===== src/hdl/irp_pkg.sv =====
// Shared types and constants for the interval row packer.
package irp_pkg;

	// Row storage
	localparam int MAX_ROWS = 8;
	localparam int ROW_W    = 3;
	localparam int LIMIT_W  = 4;

	// Field widths
	localparam int POS_W = 16;
	localparam int GAP_W = 10;
	localparam int CFG_W = 10;
	localparam int IDX_W = 2;

	// Largest position value, used to clamp the widened end
	localparam logic signed [POS_W:0] POS_MAX = 17'sd32767;

	// Queue between front and back
	localparam int QDEPTH = 2;
	localparam int QPTR_W = 1;
	localparam int QCNT_W = 2;

	// Configuration register indexes
	localparam logic [IDX_W-1:0] REG_ROW_LIMIT = 2'd0;
	localparam logic [IDX_W-1:0] REG_ROW_GAP   = 2'd1;
	localparam logic [IDX_W-1:0] REG_MIN_WIDTH = 2'd2;

	// Reset values of the configuration registers
	localparam logic [LIMIT_W-1:0] ROW_LIMIT_RST = 4'd8;
	localparam logic [GAP_W-1:0]   ROW_GAP_RST   = 10'd48;
	localparam logic [GAP_W-1:0]   MIN_WIDTH_RST = 10'd32;

	// Interval after the end has been widened
	typedef struct packed {
		logic                    frame_start;
		logic signed [POS_W-1:0] start_pos;
		logic signed [POS_W-1:0] end_pos;
	} irp_item_t;

	// Queue handshake toward the back stage
	typedef struct packed {
		logic      valid;
		irp_item_t item;
	} irp_queue_t;

endpackage


===== src/hdl/irp_ifs.sv =====
// Channel interfaces for intervals in and row results out.
interface irp_in_if;
	logic               valid;
	logic               ready;
	logic               frame_start;
	logic signed [15:0] start_pos;
	logic signed [15:0] end_pos;

	modport source (output valid, frame_start, start_pos, end_pos, input ready);
	modport sink   (input valid, frame_start, start_pos, end_pos, output ready);
endinterface

interface irp_out_if;
	logic       valid;
	logic       ready;
	logic [2:0] row;
	logic [3:0] rows_used;
	logic       crowded;

	modport source (output valid, row, rows_used, crowded, input ready);
	modport sink   (input valid, row, rows_used, crowded, output ready);
endinterface


===== src/hdl/irp_front.sv =====
// Front stage: accepts intervals, widens the end and queues them.
module irp_front (
	input  logic                         clk,
	input  logic                         arst_n,
	irp_in_if.sink                       in_ch,
	input  logic [irp_pkg::GAP_W-1:0]    min_width,
	output irp_pkg::irp_queue_t          q_out,
	input  logic                         q_pop
);

	logic signed [irp_pkg::POS_W:0]   lim_w;
	logic signed [irp_pkg::POS_W:0]   end_w;
	logic signed [irp_pkg::POS_W:0]   wide_w;
	irp_pkg::irp_item_t               item_w;
	logic                             push;
	irp_pkg::irp_item_t               mem_q [irp_pkg::QDEPTH];
	logic [irp_pkg::QPTR_W-1:0]       wr_ptr_q;
	logic [irp_pkg::QPTR_W-1:0]       rd_ptr_q;
	logic [irp_pkg::QCNT_W-1:0]       count_q;

	// Widen the end to at least start plus minimum width, clamp to the position range
	always_comb begin
		lim_w  = $signed({in_ch.start_pos[irp_pkg::POS_W-1], in_ch.start_pos})
			+ $signed({1'b0, {(irp_pkg::POS_W - irp_pkg::GAP_W){1'b0}}, min_width});
		end_w  = $signed({in_ch.end_pos[irp_pkg::POS_W-1], in_ch.end_pos});
		wide_w = (end_w < lim_w) ? lim_w : end_w;
		item_w.frame_start = in_ch.frame_start;
		item_w.start_pos   = in_ch.start_pos;
		if (wide_w > irp_pkg::POS_MAX) begin
			item_w.end_pos = irp_pkg::POS_MAX[irp_pkg::POS_W-1:0];
		end else begin
			item_w.end_pos = wide_w[irp_pkg::POS_W-1:0];
		end
	end

	assign in_ch.ready = (count_q != irp_pkg::QCNT_W'(irp_pkg::QDEPTH));
	assign push        = in_ch.valid & in_ch.ready;

	// Hold queued beats
	always_ff @(posedge clk) begin
		if (push) begin
			mem_q[wr_ptr_q] <= item_w;
		end
	end

	// Advance pointers and occupancy
	always_ff @(posedge clk or negedge arst_n) begin
		if (!arst_n) begin
			wr_ptr_q <= '0;
			rd_ptr_q <= '0;
			count_q  <= '0;
		end else begin
			if (push) begin
				wr_ptr_q <= wr_ptr_q + 1'b1;
			end
			if (q_pop) begin
				rd_ptr_q <= rd_ptr_q + 1'b1;
			end
			case ({push, q_pop})
				2'b10:   count_q <= count_q + 1'b1;
				2'b01:   count_q <= count_q - 1'b1;
				default: count_q <= count_q;
			endcase
		end
	end

	assign q_out.valid = (count_q != '0);
	assign q_out.item  = mem_q[rd_ptr_q];

endmodule


===== src/hdl/irp_back.sv =====
// Back stage: places each queued interval on a row and registers the result.
module irp_back (
	input  logic                          clk,
	input  logic                          arst_n,
	input  irp_pkg::irp_queue_t           q_in,
	output logic                          q_pop,
	input  logic [irp_pkg::LIMIT_W-1:0]   row_limit,
	input  logic [irp_pkg::GAP_W-1:0]     row_gap,
	irp_out_if.source                     out_ch
);

	logic signed [irp_pkg::POS_W-1:0] row_end_q [irp_pkg::MAX_ROWS];
	logic [irp_pkg::MAX_ROWS-1:0]     row_busy_q;
	logic [irp_pkg::LIMIT_W-1:0]      used_q;
	logic                             crowd_q;
	logic                             out_valid_q;
	logic [irp_pkg::ROW_W-1:0]        out_row_q;
	logic [irp_pkg::LIMIT_W-1:0]      out_used_q;
	logic                             out_crowd_q;

	logic [irp_pkg::LIMIT_W-1:0]      nrows;
	logic [irp_pkg::MAX_ROWS-1:0]     busy_eff;
	logic [irp_pkg::MAX_ROWS-1:0]     in_range;
	logic [irp_pkg::MAX_ROWS-1:0]     fit;
	logic signed [irp_pkg::POS_W+1:0] start_x;
	logic signed [irp_pkg::POS_W+1:0] thr [irp_pkg::MAX_ROWS];
	logic                             found;
	logic [irp_pkg::ROW_W-1:0]        first_idx;
	logic [irp_pkg::ROW_W-1:0]        min_idx;
	logic [irp_pkg::ROW_W-1:0]        best;
	logic [irp_pkg::LIMIT_W-1:0]      used_base;
	logic [irp_pkg::LIMIT_W-1:0]      best_cnt;
	logic [irp_pkg::LIMIT_W-1:0]      used_next;
	logic                             crowd_next;

	// Take a beat when the output register is free or being drained
	assign q_pop = q_in.valid & (~out_valid_q | out_ch.ready);

	// Clamp the row limit into one to the row count
	always_comb begin
		if (row_limit == '0) begin
			nrows = irp_pkg::LIMIT_W'(1);
		end else if (row_limit > irp_pkg::LIMIT_W'(irp_pkg::MAX_ROWS)) begin
			nrows = irp_pkg::LIMIT_W'(irp_pkg::MAX_ROWS);
		end else begin
			nrows = row_limit;
		end
	end

	// Test every row for a fit at full precision
	always_comb begin
		start_x  = $signed({{2{q_in.item.start_pos[irp_pkg::POS_W-1]}}, q_in.item.start_pos});
		busy_eff = q_in.item.frame_start ? '0 : row_busy_q;
		for (int r = 0; r < irp_pkg::MAX_ROWS; r++) begin
			thr[r] = $signed({{2{row_end_q[r][irp_pkg::POS_W-1]}}, row_end_q[r]})
				+ $signed({{(irp_pkg::POS_W + 2 - irp_pkg::GAP_W){1'b0}}, row_gap});
			in_range[r] = (irp_pkg::LIMIT_W'(r) < nrows);
			fit[r]      = in_range[r] & (~busy_eff[r] | (start_x >= thr[r]));
		end
	end

	// Pick the first fitting row, else the earliest-freeing row in range
	always_comb begin
		found     = 1'b0;
		first_idx = '0;
		for (int r = 0; r < irp_pkg::MAX_ROWS; r++) begin
			if (fit[r] && !found) begin
				found     = 1'b1;
				first_idx = irp_pkg::ROW_W'(r);
			end
		end
		min_idx = '0;
		for (int r = 1; r < irp_pkg::MAX_ROWS; r++) begin
			if (in_range[r] && (row_end_q[r] < row_end_q[min_idx])) begin
				min_idx = irp_pkg::ROW_W'(r);
			end
		end
		best = found ? first_idx : min_idx;
	end

	// Frame totals after this placement
	always_comb begin
		used_base  = q_in.item.frame_start ? '0 : used_q;
		best_cnt   = irp_pkg::LIMIT_W'(best) + irp_pkg::LIMIT_W'(1);
		used_next  = (best_cnt > used_base) ? best_cnt : used_base;
		crowd_next = (q_in.item.frame_start ? 1'b0 : crowd_q) | ~found;
	end

	// Store the row end of the chosen row and register the output fields
	always_ff @(posedge clk) begin
		if (q_pop) begin
			row_end_q[best] <= q_in.item.end_pos;
			out_row_q       <= best;
			out_used_q      <= used_next;
			out_crowd_q     <= crowd_next;
		end
	end

	// Update frame state and the output valid
	always_ff @(posedge clk or negedge arst_n) begin
		if (!arst_n) begin
			row_busy_q  <= '0;
			used_q      <= '0;
			crowd_q     <= 1'b0;
			out_valid_q <= 1'b0;
		end else begin
			if (q_pop) begin
				row_busy_q  <= busy_eff | (irp_pkg::MAX_ROWS'(1) << best);
				used_q      <= used_next;
				crowd_q     <= crowd_next;
				out_valid_q <= 1'b1;
			end else if (out_ch.ready) begin
				out_valid_q <= 1'b0;
			end
		end
	end

	assign out_ch.valid     = out_valid_q;
	assign out_ch.row       = out_row_q;
	assign out_ch.rows_used = out_used_q;
	assign out_ch.crowded   = out_crowd_q;

endmodule


===== src/hdl/interval_row_packer.sv =====
// Interval row packer: one interval per clock, sustained while out_ch takes
// each result. An interval accepted on in_ch gets its end widened and enters
// a two-beat queue on that edge; the back stage takes it from the queue,
// places it on the first row that is free or clear of its last end plus
// row_gap (or on the earliest-freeing row, flagging the frame crowded) and
// registers the result, which out_ch then shows until it is taken. That
// placement, made combinationally from the row state the previous interval
// left, sets the rate. A result waiting on out_ch does not stop new intervals:
// they collect in the queue until it is full. Write the configuration
// registers only while the block is idle.
module interval_row_packer (
	input  logic                         clk,
	input  logic                         arst_n,
	input  logic                         cfg_wr_en,
	input  logic [irp_pkg::IDX_W-1:0]    cfg_index,
	input  logic [irp_pkg::CFG_W-1:0]    cfg_data,
	irp_in_if.sink                       in_ch,
	irp_out_if.source                    out_ch
);

	logic [irp_pkg::LIMIT_W-1:0] row_limit_q;
	logic [irp_pkg::GAP_W-1:0]   row_gap_q;
	logic [irp_pkg::GAP_W-1:0]   min_width_q;
	irp_pkg::irp_queue_t         q_data;
	logic                        q_pop;

	// Configuration registers; unknown indexes drop the write
	always_ff @(posedge clk or negedge arst_n) begin
		if (!arst_n) begin
			row_limit_q <= irp_pkg::ROW_LIMIT_RST;
			row_gap_q   <= irp_pkg::ROW_GAP_RST;
			min_width_q <= irp_pkg::MIN_WIDTH_RST;
		end else if (cfg_wr_en) begin
			case (cfg_index)
				irp_pkg::REG_ROW_LIMIT: row_limit_q <= cfg_data[irp_pkg::LIMIT_W-1:0];
				irp_pkg::REG_ROW_GAP:   row_gap_q   <= cfg_data[irp_pkg::GAP_W-1:0];
				irp_pkg::REG_MIN_WIDTH: min_width_q <= cfg_data[irp_pkg::GAP_W-1:0];
				default: ;
			endcase
		end
	end

	irp_front u_front (
		.clk       (clk),
		.arst_n    (arst_n),
		.in_ch     (in_ch),
		.min_width (min_width_q),
		.q_out     (q_data),
		.q_pop     (q_pop)
	);

	irp_back u_back (
		.clk       (clk),
		.arst_n    (arst_n),
		.q_in      (q_data),
		.q_pop     (q_pop),
		.row_limit (row_limit_q),
		.row_gap   (row_gap_q),
		.out_ch    (out_ch)
	);

endmodule


===== src/flat_wrapper.sv =====
// flat-port wrapper written by rule: the top's interface ports become plain ports
module interval_row_packer_flat 
  (clk, arst_n, cfg_wr_en, cfg_index, cfg_data, in_ch_valid, in_ch_frame_start, in_ch_start_pos, in_ch_end_pos, in_ch_ready, out_ch_valid, out_ch_row, out_ch_rows_used, out_ch_crowded, out_ch_ready);
  irp_in_if in_ch_i ();
  irp_out_if out_ch_i ();
  input  logic clk;
  input  logic arst_n;
  input  logic cfg_wr_en;
  input  logic [irp_pkg::IDX_W-1:0] cfg_index;
  input  logic [irp_pkg::CFG_W-1:0] cfg_data;
  input wire logic [$bits(in_ch_i.valid)-1:0] in_ch_valid;
  input wire logic [$bits(in_ch_i.frame_start)-1:0] in_ch_frame_start;
  input wire logic [$bits(in_ch_i.start_pos)-1:0] in_ch_start_pos;
  input wire logic [$bits(in_ch_i.end_pos)-1:0] in_ch_end_pos;
  output wire logic [$bits(in_ch_i.ready)-1:0] in_ch_ready;
  output wire logic [$bits(out_ch_i.valid)-1:0] out_ch_valid;
  output wire logic [$bits(out_ch_i.row)-1:0] out_ch_row;
  output wire logic [$bits(out_ch_i.rows_used)-1:0] out_ch_rows_used;
  output wire logic [$bits(out_ch_i.crowded)-1:0] out_ch_crowded;
  input wire logic [$bits(out_ch_i.ready)-1:0] out_ch_ready;
  assign in_ch_i.valid = in_ch_valid;
  assign in_ch_i.frame_start = in_ch_frame_start;
  assign in_ch_i.start_pos = in_ch_start_pos;
  assign in_ch_i.end_pos = in_ch_end_pos;
  assign in_ch_ready = in_ch_i.ready;
  assign out_ch_valid = out_ch_i.valid;
  assign out_ch_row = out_ch_i.row;
  assign out_ch_rows_used = out_ch_i.rows_used;
  assign out_ch_crowded = out_ch_i.crowded;
  assign out_ch_i.ready = out_ch_ready;
  interval_row_packer u_core (.clk(clk), .arst_n(arst_n), .cfg_wr_en(cfg_wr_en), .cfg_index(cfg_index), .cfg_data(cfg_data), .in_ch(in_ch_i), .out_ch(out_ch_i));
endmodule

===== config.mk =====
export PLATFORM = sky130hd
export DESIGN_NAME = interval_row_packer_flat
export DESIGN_NICKNAME = d
export VERILOG_FILES = /design/src/hdl/irp_pkg.sv /design/src/hdl/irp_ifs.sv /design/src/hdl/irp_front.sv /design/src/hdl/irp_back.sv /design/src/hdl/interval_row_packer.sv /design/src/flat_wrapper.sv
export SDC_FILE = /design/constraint.sdc
export NUM_CORES = 1
export LEC_CHECK = 0
export ABC_AREA = 1
export ABC_CLOCK_PERIOD_IN_PS = 15500
export BUFFER_PORTS_ARGS = -buffer_cell sky130_fd_sc_hd__buf_4
export CORE_UTILIZATION = 35
export CTS_BUF_LIST = sky130_fd_sc_hd__clkbuf_4 sky130_fd_sc_hd__clkbuf_8
export DETAILED_ROUTE_END_ITERATION = 6
export GPL_TIMING_DRIVEN = 0
export PLACE_DENSITY = 0.52
export SETUP_SLACK_MARGIN = 0.4
export SYNTH_ARGS = -nofsm -noshare
export SYNTH_HDL_FRONTEND = slang
export SYNTH_SLANG_ARGS = --single-unit

===== constraint.sdc =====
create_clock -name clk -period 15.5 [get_ports clk]
set_input_delay 1.55 -clock clk [delete_from_list [all_inputs] [get_ports clk]]
set_output_delay 1.55 -clock clk [all_outputs]
set_load 0.02 [all_outputs]

After elaboration in Yosys (flattened, before gate mapping)
Memories as Yosys holds them, arrays and structs flattened.
Cells that the tools add are included.
{"block": "op_classes", "n_reduce_logical": 29, "n_addsub": 14, "n_eq_ne": 5, "shift": 1, "bitwise": 31, "magnitude_cmp": 27, "muxes": 38}
{"cell": "16-bit by 11-bit adder with 17-bit output", "n": 9}
{"cell": "16-bit by 17-bit >= comparator with 1-bit output", "n": 8}
{"cell": "16-bit < comparator", "n": 7}
{"cell": "3-bit two-way mux", "n": 13}
{"cell": "17-bit by 16-bit > comparator with 1-bit output, second input constant", "n": 1}
{"cell": "16-bit by 17-bit < comparator with 1-bit output", "n": 1}
{"cell": "1-bit two-way mux", "n": 17}
{"cell": "17-bit two-way mux", "n": 1}
{"cell": "3-bit by 4-bit < comparator with 1-bit output, first input constant", "n": 4}
{"cell": "16-bit two-way mux", "n": 1}
{"cell": "4-bit two-way mux", "n": 4}
{"cell": "1-bit logical AND", "n": 14}
{"cell": "1-bit AND", "n": 10}
{"cell": "1-bit inverter", "n": 10}
{"cell": "1-bit bitwise OR", "n": 10}
{"cell": "1-bit by 4-bit < comparator with 1-bit output, first input constant", "n": 2}
{"cell": "2-bit by 4-bit < comparator with 1-bit output, first input constant", "n": 2}
{"cell": "8-bit two-way mux", "n": 1}
{"cell": "8-bit bitwise OR", "n": 1}
{"cell": "1-bit by 3-bit << shifter with 8-bit output, first input constant", "n": 1}
{"cell": "1-bit zero test", "n": 7}
{"cell": "2-bit AND reduction", "n": 3}
{"cell": "2-bit nonzero test", "n": 3}
{"cell": "3-bit by 1-bit adder with 4-bit output, second input constant", "n": 1}
{"cell": "other kinds (11)", "n": 14}
{"block": "totals", "reg_bits": 50, "mem_bits_rw": 194, "n_memories": 2}
{"memory": "u_core.u_back.row_end_q", "depth": 8, "word_bits": 16, "read_ports": 14, "rd_ports_with_merged_regs": 0, "write_ports": 1, "line": "irp_back.sv:12", "text": "logic signed [irp_pkg::POS_W-1:0] row_end_q [irp_pkg::MAX_ROWS];"}
{"memory": "u_core.u_front.mem_q", "depth": 2, "word_bits": 33, "read_ports": 1, "rd_ports_with_merged_regs": 0, "write_ports": 1, "line": "irp_front.sv:16", "text": "irp_pkg::irp_item_t mem_q [irp_pkg::QDEPTH];"}

Longest topological paths before layout
Gate-level depths: netlist (run 1).
An unclocked memory read counts as a cell.
{"block": "depth", "word_depth": 34, "depth_mapped": 128}

Cells and area by module
Synthesis (run 1) repeated with hierarchy kept, for this count alone.
{"block": "hier_totals", "hier_cells": 2752, "hier_area_um2": 22580.4}
{"mod": "irp_back", "seq_area_each_um2": 4434.3, "area_each_um2": 17314.1, "instances": 1, "cells_each": 2208}
{"mod": "irp_front", "seq_area_each_um2": 2082.0, "area_each_um2": 4250.3, "instances": 1, "cells_each": 435}
{"mod": "interval_row_packer", "seq_area_each_um2": 605.6, "area_each_um2": 1016.0, "instances": 1, "cells_each": 109}

Worst setup path before layout (run 1)
OpenSTA, ideal clock, no wires.
{"block": "synth_timing", "path_type": "register to register", "startpoint": "memory u_core.u_back.row_end_q[1][5] (netlist name)", "endpoint": "register u_core.u_back.out_used_q, in the netlist u_core.u_back.out_ch.rows_used[1] (data pin)", "stages_incl_launch_ff": 101, "setup_ps": 255, "path_buffers": 10, "arrival_time_ps": 14716, "setup_slack_ps": 529, "period_less_slack_ps": 14971, "t_required_ps": 15245, "path_cell_list": "edfxtp_1 > ha_1 > a21oi_1 > nor2_1 > nor3_1 > nand2_1 > nand2_1 > nand2_1 > nand2_1 > nand3_1 > inv_1 > clkbuf_1 > nor2_1 > a21oi_1 > ha_1 > a21oi_1 > nor2_1 > a211oi_1 > [65 not listed] > a211oi_1 > o221a_2 > nand2_1 > nand2_1 > nand3_2 > a21boi_2 > inv_1 > ha_1 > inv_1 > ha_1 > nand2_1 > o21ai_0 > nand2_1 > nor2_1 > inv_1 > nand2_2 > nand3_1 > and2_1"}
{"item": "start: declaration", "line": "irp_back.sv:12"}
{"item": "end signal: assignment", "line": "irp_back.sv:94", "text": "out_used_q <= used_next;"}
{"item": "end: declaration", "line": "irp_back.sv:18", "text": "logic [irp_pkg::LIMIT_W-1:0] out_used_q;"}

==> run_results.csv, run 1 <==
group,metric,value,unit
global_route,grt_pass1_vias,20400,
worst_setup_path,cp-end-kind,"register",
logic_synthesis,syn-num-nets,3042,
logic_synthesis,seq_area_frac_synth,32.7,%
logic_synthesis,yosysTopAreaCell,"edfxtp_1",
routing,wl_per_cell,24.1,µm
clocking,ctsHoldBuffers,0,
floorplanning,design.portCount,60,
placement,dp_hpwl,71.0,mm
floorplanning,dieHeight,251,µm
clocking,clock-sinks,244,
timing,hold_violations,0,
logic_synthesis,ys_seq_elements,244,
timing,min_period,15.99,ns
final_layout,final_net_count,3342,
routing,ant_nets,0,
worst_setup_path,arrival,16.38,ns
routing,drtPass1Iterations,7,
floorplanning,row_count,91,
final_layout,area_delta_synth_final,30.1,%
clocking,clockBufferDepth,3,
clocking,clk_pin_slew,0.06,ns
routing,avgViaCountPerCell,5.46,
global_route,overflow,0,
timing,slew_headroom,20.7,%
final_layout,drive_above_1_share,23.3,%
floorplanning,die_w,251,µm
timing,worstMarginPinSlew,1.18,ns
outcome,failed_checks,"negative setup slack",
timing,fin_ws,-0.488,ns
routing,drt_iter0_drc,1585,
logic_synthesis,synthFlopType,"edfxtp_1",
clocking,cts_buffers,47,
outcome,status,"finished, violations left",
timing,layout_worst_path_cycle_share,103,%
min_path,holdPathStages,2,
clocking,clock_latency,0.67,ns
global_route,antenna_found_initial,2,
placement,pre_cts_ws,-7.91,ns
flow_run,max_cap_violations,0,
placement,portBuffers,59,
worst_setup_path,slowest_stage,"edfxtp_1",
logic_synthesis,syn_area,21800,µm²
routing,routed_wl,91.8,mm
clocking,cts-root-buf,"clkbuf_8",
clocking,tritoncts,"yes",
worst_setup_path,critPathKind,"reg2reg",
worst_setup_path,rr_worst_depth,98,
worst_setup_path,crit_fanout,10,
floorplanning,core_area,61600,µm²
logic_synthesis,synth_commonest_cells,"nand2_1, ha_1, inv_1",
final_layout,final_cells,3803,
global_route,track_usage,28.3,%
routing,drc_errors,0,
placement,gp_congestion,0.989,
placement,placed_cells,3532,
routing,dr_total_vias,20800,
logic_synthesis,synthCells,2626,
timing,fmax,62.5,MHz
timing,slew_viol_final,0,
timing,rsz0062_at_grt,"true",
logic_synthesis,syn-mean-instance-area,8.29,µm²
timing,report.final.setup_viol,6,
worst_setup_path,cpMostUsedCell,"nand2_2",
final_layout,fin_util,46.0,%
floorplanning,initial_utilization,35.3,%
timing,fin_worst_skew,0.0659,ns
clocking,cts-htree-levels,2,
final_layout,fill_cells,5972,
worst_setup_path,cp-start-kind,"register",
logic_synthesis,async_reset_ff_share,17.2,%
floorplanning,dieArea,63200,µm²
logic_synthesis,yosysMostFrequentCell,"nand2_1",
worst_setup_path,slowest_delay,0.49,ns
logic_synthesis,ys_top_cells_by_area,"edfxtp_1, ha_1, nand2_1",
logic_synthesis,ys_types,52,
min_path,hold_path_class,"reg2reg",
logic_synthesis,yosysTopAreaCellShare,27.9,%
global_route,grt_max_degree,43,
worst_setup_path,required,15.90,ns
logic_synthesis,synth_edf_count,202,
logic_synthesis,synth_warnings,0,
global_route,grt_pass1_wl,130,mm
-- flip-flops by register name, summed over array words and instances (netlist names) --
name / count
u_core.u_front.count_q: 2
u_core.u_back.out_ch.crowded: 1
u_core.u_back.out_ch.valid: 1
u_core.row_gap_q: 10
u_core.u_back.row_busy_q: 8
u_core.u_back.row_end_q: 128
u_core.min_width_q: 10
u_core.u_back.out_ch.rows_used: 4
u_core.u_back.used_q: 4
u_core.u_front.wr_ptr_q: 1
u_core.u_front.rd_ptr_q: 1
u_core.u_front.mem_q: 66
u_core.u_back.out_ch.row: 3
u_core.u_back.crowd_q: 1
u_core.row_limit_q: 4
-- cell families (layout without fill, tap and decap cells) --
group | after synthesis | after routing | share of synthesized area [%]
buffers and inverters | 372 | 708 | 6.45
XOR/XNOR | 126 | 126 | 5.07
adder cells (fa/ha/maj) | 366 | 366 | 21.3
AO/OA/AOI/OAI | 654 | 654 | 17.9
other | 0 | 4 | 0
flip-flops | 244 | 244 | 32.7
multiplexers | 1 | 1 | 0.0460
AND/OR/NAND/NOR | 863 | 863 | 16.5
-- metrics by stage --
step                setup TNS, ns  area (µm²)  hold slack [ns]
detailed placement       -1039.15       23500            0.465
global route               -15.16       28300            0.508
floorplan                       0       21800            0.449
CTS                         -8.63       26700            0.481
global placement         -1167.26       23300            0.464
finish                      -2.70       28300            0.480
-- worst paths after layout --
| kind | startpoint | to | slack [ns] |
|---|---|---|---|
| hold / removal | u_core.u_back.used_q[0] | u_core.u_back.used_q[0] | 0.48 |
| min in group asynchronous | arst_n | u_core.u_back.used_q[1] | 0.92 |
| max in group asynchronous | arst_n | u_core.row_limit_q[2] | 14.08 |
| setup reg to reg | u_core.u_back.row_end_q[1][14] | u_core.u_back.out_ch.rows_used[1] | -0.49 |
| setup / recovery | u_core.u_back.row_end_q[1][14] | u_core.u_back.out_ch.rows_used[1] | -0.49 |
| hold reg to reg | u_core.u_back.used_q[0] | u_core.u_back.used_q[0] | 0.48 |
-- cell usage in the layout, fill, tap and decap left out, types with 10 or more instances in the layout --
cell       count
nor4_1        17
edfxtp_1     202
buf_4        205
clkbuf_8      62
o21ai_0      134
o211ai_1      39
nor3_1        36
ha_4          26
inv_2         17
nand3_2       10
nor2_4        28
nand4_1       10
buf_12        18
a211oi_1      26
clkbuf_4      23
o21bai_1      55
a21oi_2       32
nor2_1       129
a31oi_1       24
clkbuf_16     20
xnor2_1       12
xor2_1       114
a21oi_1      189
nand3_1       57
o31ai_1       14
nand2_4       14
ha_1         325
dfrtp_1       38
clkbuf_1      18
nand2_2       50
o21ai_2       21
nand2_1      470
nor2_2        14
buf_6         25
inv_1        276
o21ai_1       33
-- layer usage --
| metal | up-vias | global-route usage, % | wire (µm) |
|---|---|---|---|
| met1 | 9971 | 35.6 | 38200 |
| met2 | 737 | 48.9 | 43500 |
| met4 | 0 | 11.4 | 5030 |
| met5 | - | 0 | 0 |
| li1 | 9838 | - | - |
| met3 | 219 | 3.43 | 5030 |
-- what timing repair did --
item	in CTS	in global routing
setup endpoints to repair	147	147
setup buffers	107	66
pin swaps	111	162
gates resized for setup	350	244
cloned	5	4
-- layout make-up --
class	instances	area [µm²]	area share, %
Timing Repair Buffer	251	2290	8.10
Tap cell	837	1050	3.70
Buffer	63	762	2.69
Inverter	309	1220	4.31
Antenna cell	4	10.0	0.0354
Clock inverter	17	170	0.601
Sequential cell	244	7120	25.2
Clock buffer	68	836	2.95
Multi-Input combinational cell	2010	14900	52.5
-- worst max-delay path: cells and delay by family, from the launching register on --
family | cells | cell delay [ns]
flops | 1 | 0.49
simple gates | 42 | 4.69
buf+inv | 21 | 2.93
compound gates | 25 | 4.80
fa+ha+maj | 10 | 2.72
Power of run 1 is left out: the tool's default activity adds up to more than one toggle a clock period on the data nets, which glitch-free logic cannot reach.
==> inputs of run 2 (changes only) <==
--- a/config.mk
+++ b/config.mk
@@ -16,4 +16,5 @@
 export SETUP_SLACK_MARGIN = 0.4
 export SYNTH_ARGS = -nofsm -noshare
 export SYNTH_HDL_FRONTEND = slang
+export SYNTH_HIERARCHICAL = 1
 export SYNTH_SLANG_ARGS = --single-unit
==> run_results.csv, run 2 <==
group,metric,value,unit
placement,dp_hpwl,75.1,mm
routing,drtPass1Iterations,5,
timing,report.final.setup_viol,0,
floorplanning,dieHeight,256,µm
routing,drc_errors,0,
outcome,status,"finished clean",
logic_synthesis,syn-mean-instance-area,8.21,µm²
worst_setup_path,cpMostUsedCell,"nand3_4",
logic_synthesis,synth_warnings,6,
min_path,hold_path_class,"reg2reg",
timing,slew_headroom,14.3,%
floorplanning,design.portCount,60,
logic_synthesis,yosysTopAreaCellShare,26.9,%
worst_setup_path,cp-start-kind,"register",
final_layout,final_net_count,3464,
final_layout,largest_reg_flops,128,
min_path,hold_path_end,"u_core/min_width_q[0]",
clocking,clock-sinks,244,
logic_synthesis,synth_edf_count,202,
clocking,cts-root-buf,"clkbuf_8",
worst_setup_path,r2r-start,"u_core/u_back/row_end_q[0][9]",
logic_synthesis,async_reset_ff_share,17.2,%
placement,portBuffers,58,
final_layout,final_cell_mix,"nand2_1, ha_1, inv_1, buf_4, a21oi_1",
routing,wl_met2,46.9,mm
clocking,clockBufferDepth,3,
clocking,clk_pin_slew,0.06,ns
final_layout,multiInputGateArea,15300,µm²
logic_synthesis,syn_area,22600,µm²
floorplanning,initial_utilization,35.6,%
final_layout,top_register,"u_core/u_back/row_end_q",
logic_synthesis,synth_commonest_cells,"nand2_1, ha_1, inv_1",
timing,min_period,15.47,ns
worst_setup_path,slowest_delay,0.42,ns
final_layout,area_delta_synth_final,27.2,%
logic_synthesis,ys_types,58,
routing,wl_met3,4.25,mm
logic_synthesis,ys_seq_elements,244,
routing,wl_per_cell,24.6,µm
worst_setup_path,rr_worst_depth,105,
timing,rsz0062_at_grt,"true",
routing,avgViaCountPerCell,5.50,
logic_synthesis,synthCells,2752,
routing,wl_met1,39.1,mm
worst_setup_path,rrSetupSlack,0.03,ns
clocking,clock_latency,0.66,ns
timing,fmax,64.7,MHz
global_route,grt_pass1_vias,21600,
flow_run,max_cap_violations,0,
worst_setup_path,crit_fanout,10,
clocking,ctsHoldBuffers,0,
timing,worstMarginPinSlew,1.27,ns
global_route,grt_max_degree,43,
floorplanning,core_area,63400,µm²
logic_synthesis,syn-num-nets,3169,
worst_setup_path,reg2reg_to,"u_core/u_back/used_q[3]",
clocking,cts_buffers,44,
worst_setup_path,cp-end-kind,"register",
placement,gp_congestion,1.00,
final_layout,seqCellArea,7120,µm²
worst_setup_path,arrival,16.03,ns
worst_setup_path,critPathKind,"reg2reg",
min_path,holdPathStages,2,
logic_synthesis,yosysMostFrequentCell,"nand2_1",
routing,ant_nets,0,
routing,maxUsedRoutingLayer,"met4",
global_route,antenna_found_initial,5,
routing,drt_iter0_drc,1348,
final_layout,drive_above_1_share,23.1,%
clocking,tritoncts,"yes",
global_route,track_usage,28.9,%
floorplanning,die_w,256,µm
timing,fin_worst_skew,0.0547,ns
timing,slew_viol_final,0,
logic_synthesis,seq_area_frac_synth,31.5,%
global_route,overflow,0,
final_layout,final_common_cell,"nand2_1",
timing,hold_violations,0,
logic_synthesis,ys_top_cells_by_area,"edfxtp_1, ha_1, nand2_1",
floorplanning,dieArea,65500,µm²
final_layout,reg.largest.list,"u_core/u_back/row_end_q: 128 flops, u_core/u_front/mem_q: 66 flops",
worst_setup_path,required,16.07,ns
logic_synthesis,synthFlopType,"edfxtp_1",
logic_synthesis,yosysTopAreaCell,"edfxtp_1",
floorplanning,row_count,92,
routing,routed_wl,96.7,mm
global_route,grt_pass1_wl,138,mm
final_layout,fin_util,45.3,%
worst_setup_path,slowest_stage,"edfxtp_1",
min_path,hold_start,"u_core/min_width_q[0]",
final_layout,fill_cells,6180,
routing,dr_total_vias,21600,
clocking,cts-htree-levels,2,
timing,layout_worst_path_cycle_share,99.8,%
-- run 2: cell count changes in the layout (fill, tap and decap cells not counted), moves of 14 or more --
| cell | delta |
|---|---|
| buf_4 | +15 |
| nor2_1 | -14 |
| mux2_2 | +33 |
| a21oi_1 | +16 |
| nor2_4 | -17 |
| nand4_1 | +23 |
| nand2_1 | +97 |
| inv_1 | +19 |
| o21ai_0 | -32 |
-- run 2: final cells by class --
| class | instances | share of cell area, % |
|---|---|---|
| Antenna cell | 1 | 0.00871 |
| Clock inverter | 20 | 0.544 |
| Tap cell | 846 | 3.68 |
| Buffer | 65 | 3.09 |
| Timing Repair Buffer | 249 | 7.51 |
| Sequential cell | 244 | 24.8 |
| Clock buffer | 60 | 2.57 |
| Inverter | 333 | 4.60 |
| Multi-Input combinational cell | 2110 | 53.2 |
-- run 2: logic make-up (layout without fill, tap and decap cells) --
kind of cell	Yosys count	count (layout)	share of synthesized area, %
DFF	244	244	31.5
adders and majority gates	367	367	20.6
muxes	33	33	1.65
AOI/OAI and AO/OA	614	614	16.2
and+or+nand+nor	977	977	18.5
xor gates and xnor gates	119	119	4.62
buffers and inverters	398	727	6.87
other	0	1	0
-- run 2: worst max path at each step --
stage                                         startpoint                           endpoint  slack [ns]  depth (start not counted)
after global placement    u_core/u_back/row_end_q[0][11]     u_core/u_back/row_end_q[5][10]       -6.88                        101
after detailed placement  u_core/u_back/row_end_q[0][11]  u_core/u_back/out_ch.rows_used[0]       -6.59                        109
after floorplan            u_core/u_back/row_end_q[0][5]  u_core/u_back/out_ch.rows_used[0]        1.12                        102
after global routing       u_core/u_back/row_end_q[1][5]            u_core/u_back/used_q[3]       -0.43                        115
final                      u_core/u_back/row_end_q[0][9]            u_core/u_back/used_q[3]        0.03                        105
after CTS                  u_core/u_back/row_end_q[0][5]            u_core/u_back/used_q[3]       -0.26                        114
-- run 2: metrics by stage --
stage	instances	worst slack (ns)	TNS, ns	hold WS, ns	cell area (µm²)
floorplan	2752	1.12	0	0.446	22600
global route	3928	-0.430	-4.19	0.521	28700
detailed placement	3667	-6.59	-840.77	0.473	24300
CTS	3878	-0.264	-1.80	0.488	27700
global placement	3656	-6.88	-965.90	0.465	24100
finish	3928	0.0331	0	0.484	28700
-- run 2: routing by layer --
metal / global-route usage [%] / vias up
met5: 0 / -
met4: 16.6 / 0
met3: 3.35 / 231
met2: 50.4 / 686
met1: 34.4 / 10500
li1: - / 10200
-- run 2: worst max-delay path: cells and delay by family (launching register included) --
family,cells,cell delay [ns]
flops,1,0.42
buf+inv,26,3.55
simple gates,45,4.95
compound gates,24,3.83
fa+ha+maj,10,2.62
-- run 2: repair_timing --
item | in CTS | in global routing
gates resized for setup | 384 | 157
gates cloned | 8 | 1
setup endpoints to repair | 147 | 147
hold endpoints to repair | 0 | 0
pin swaps | 118 | 131
buffers inserted | 123 | 48
Power of run 2 is left out for the same reason.
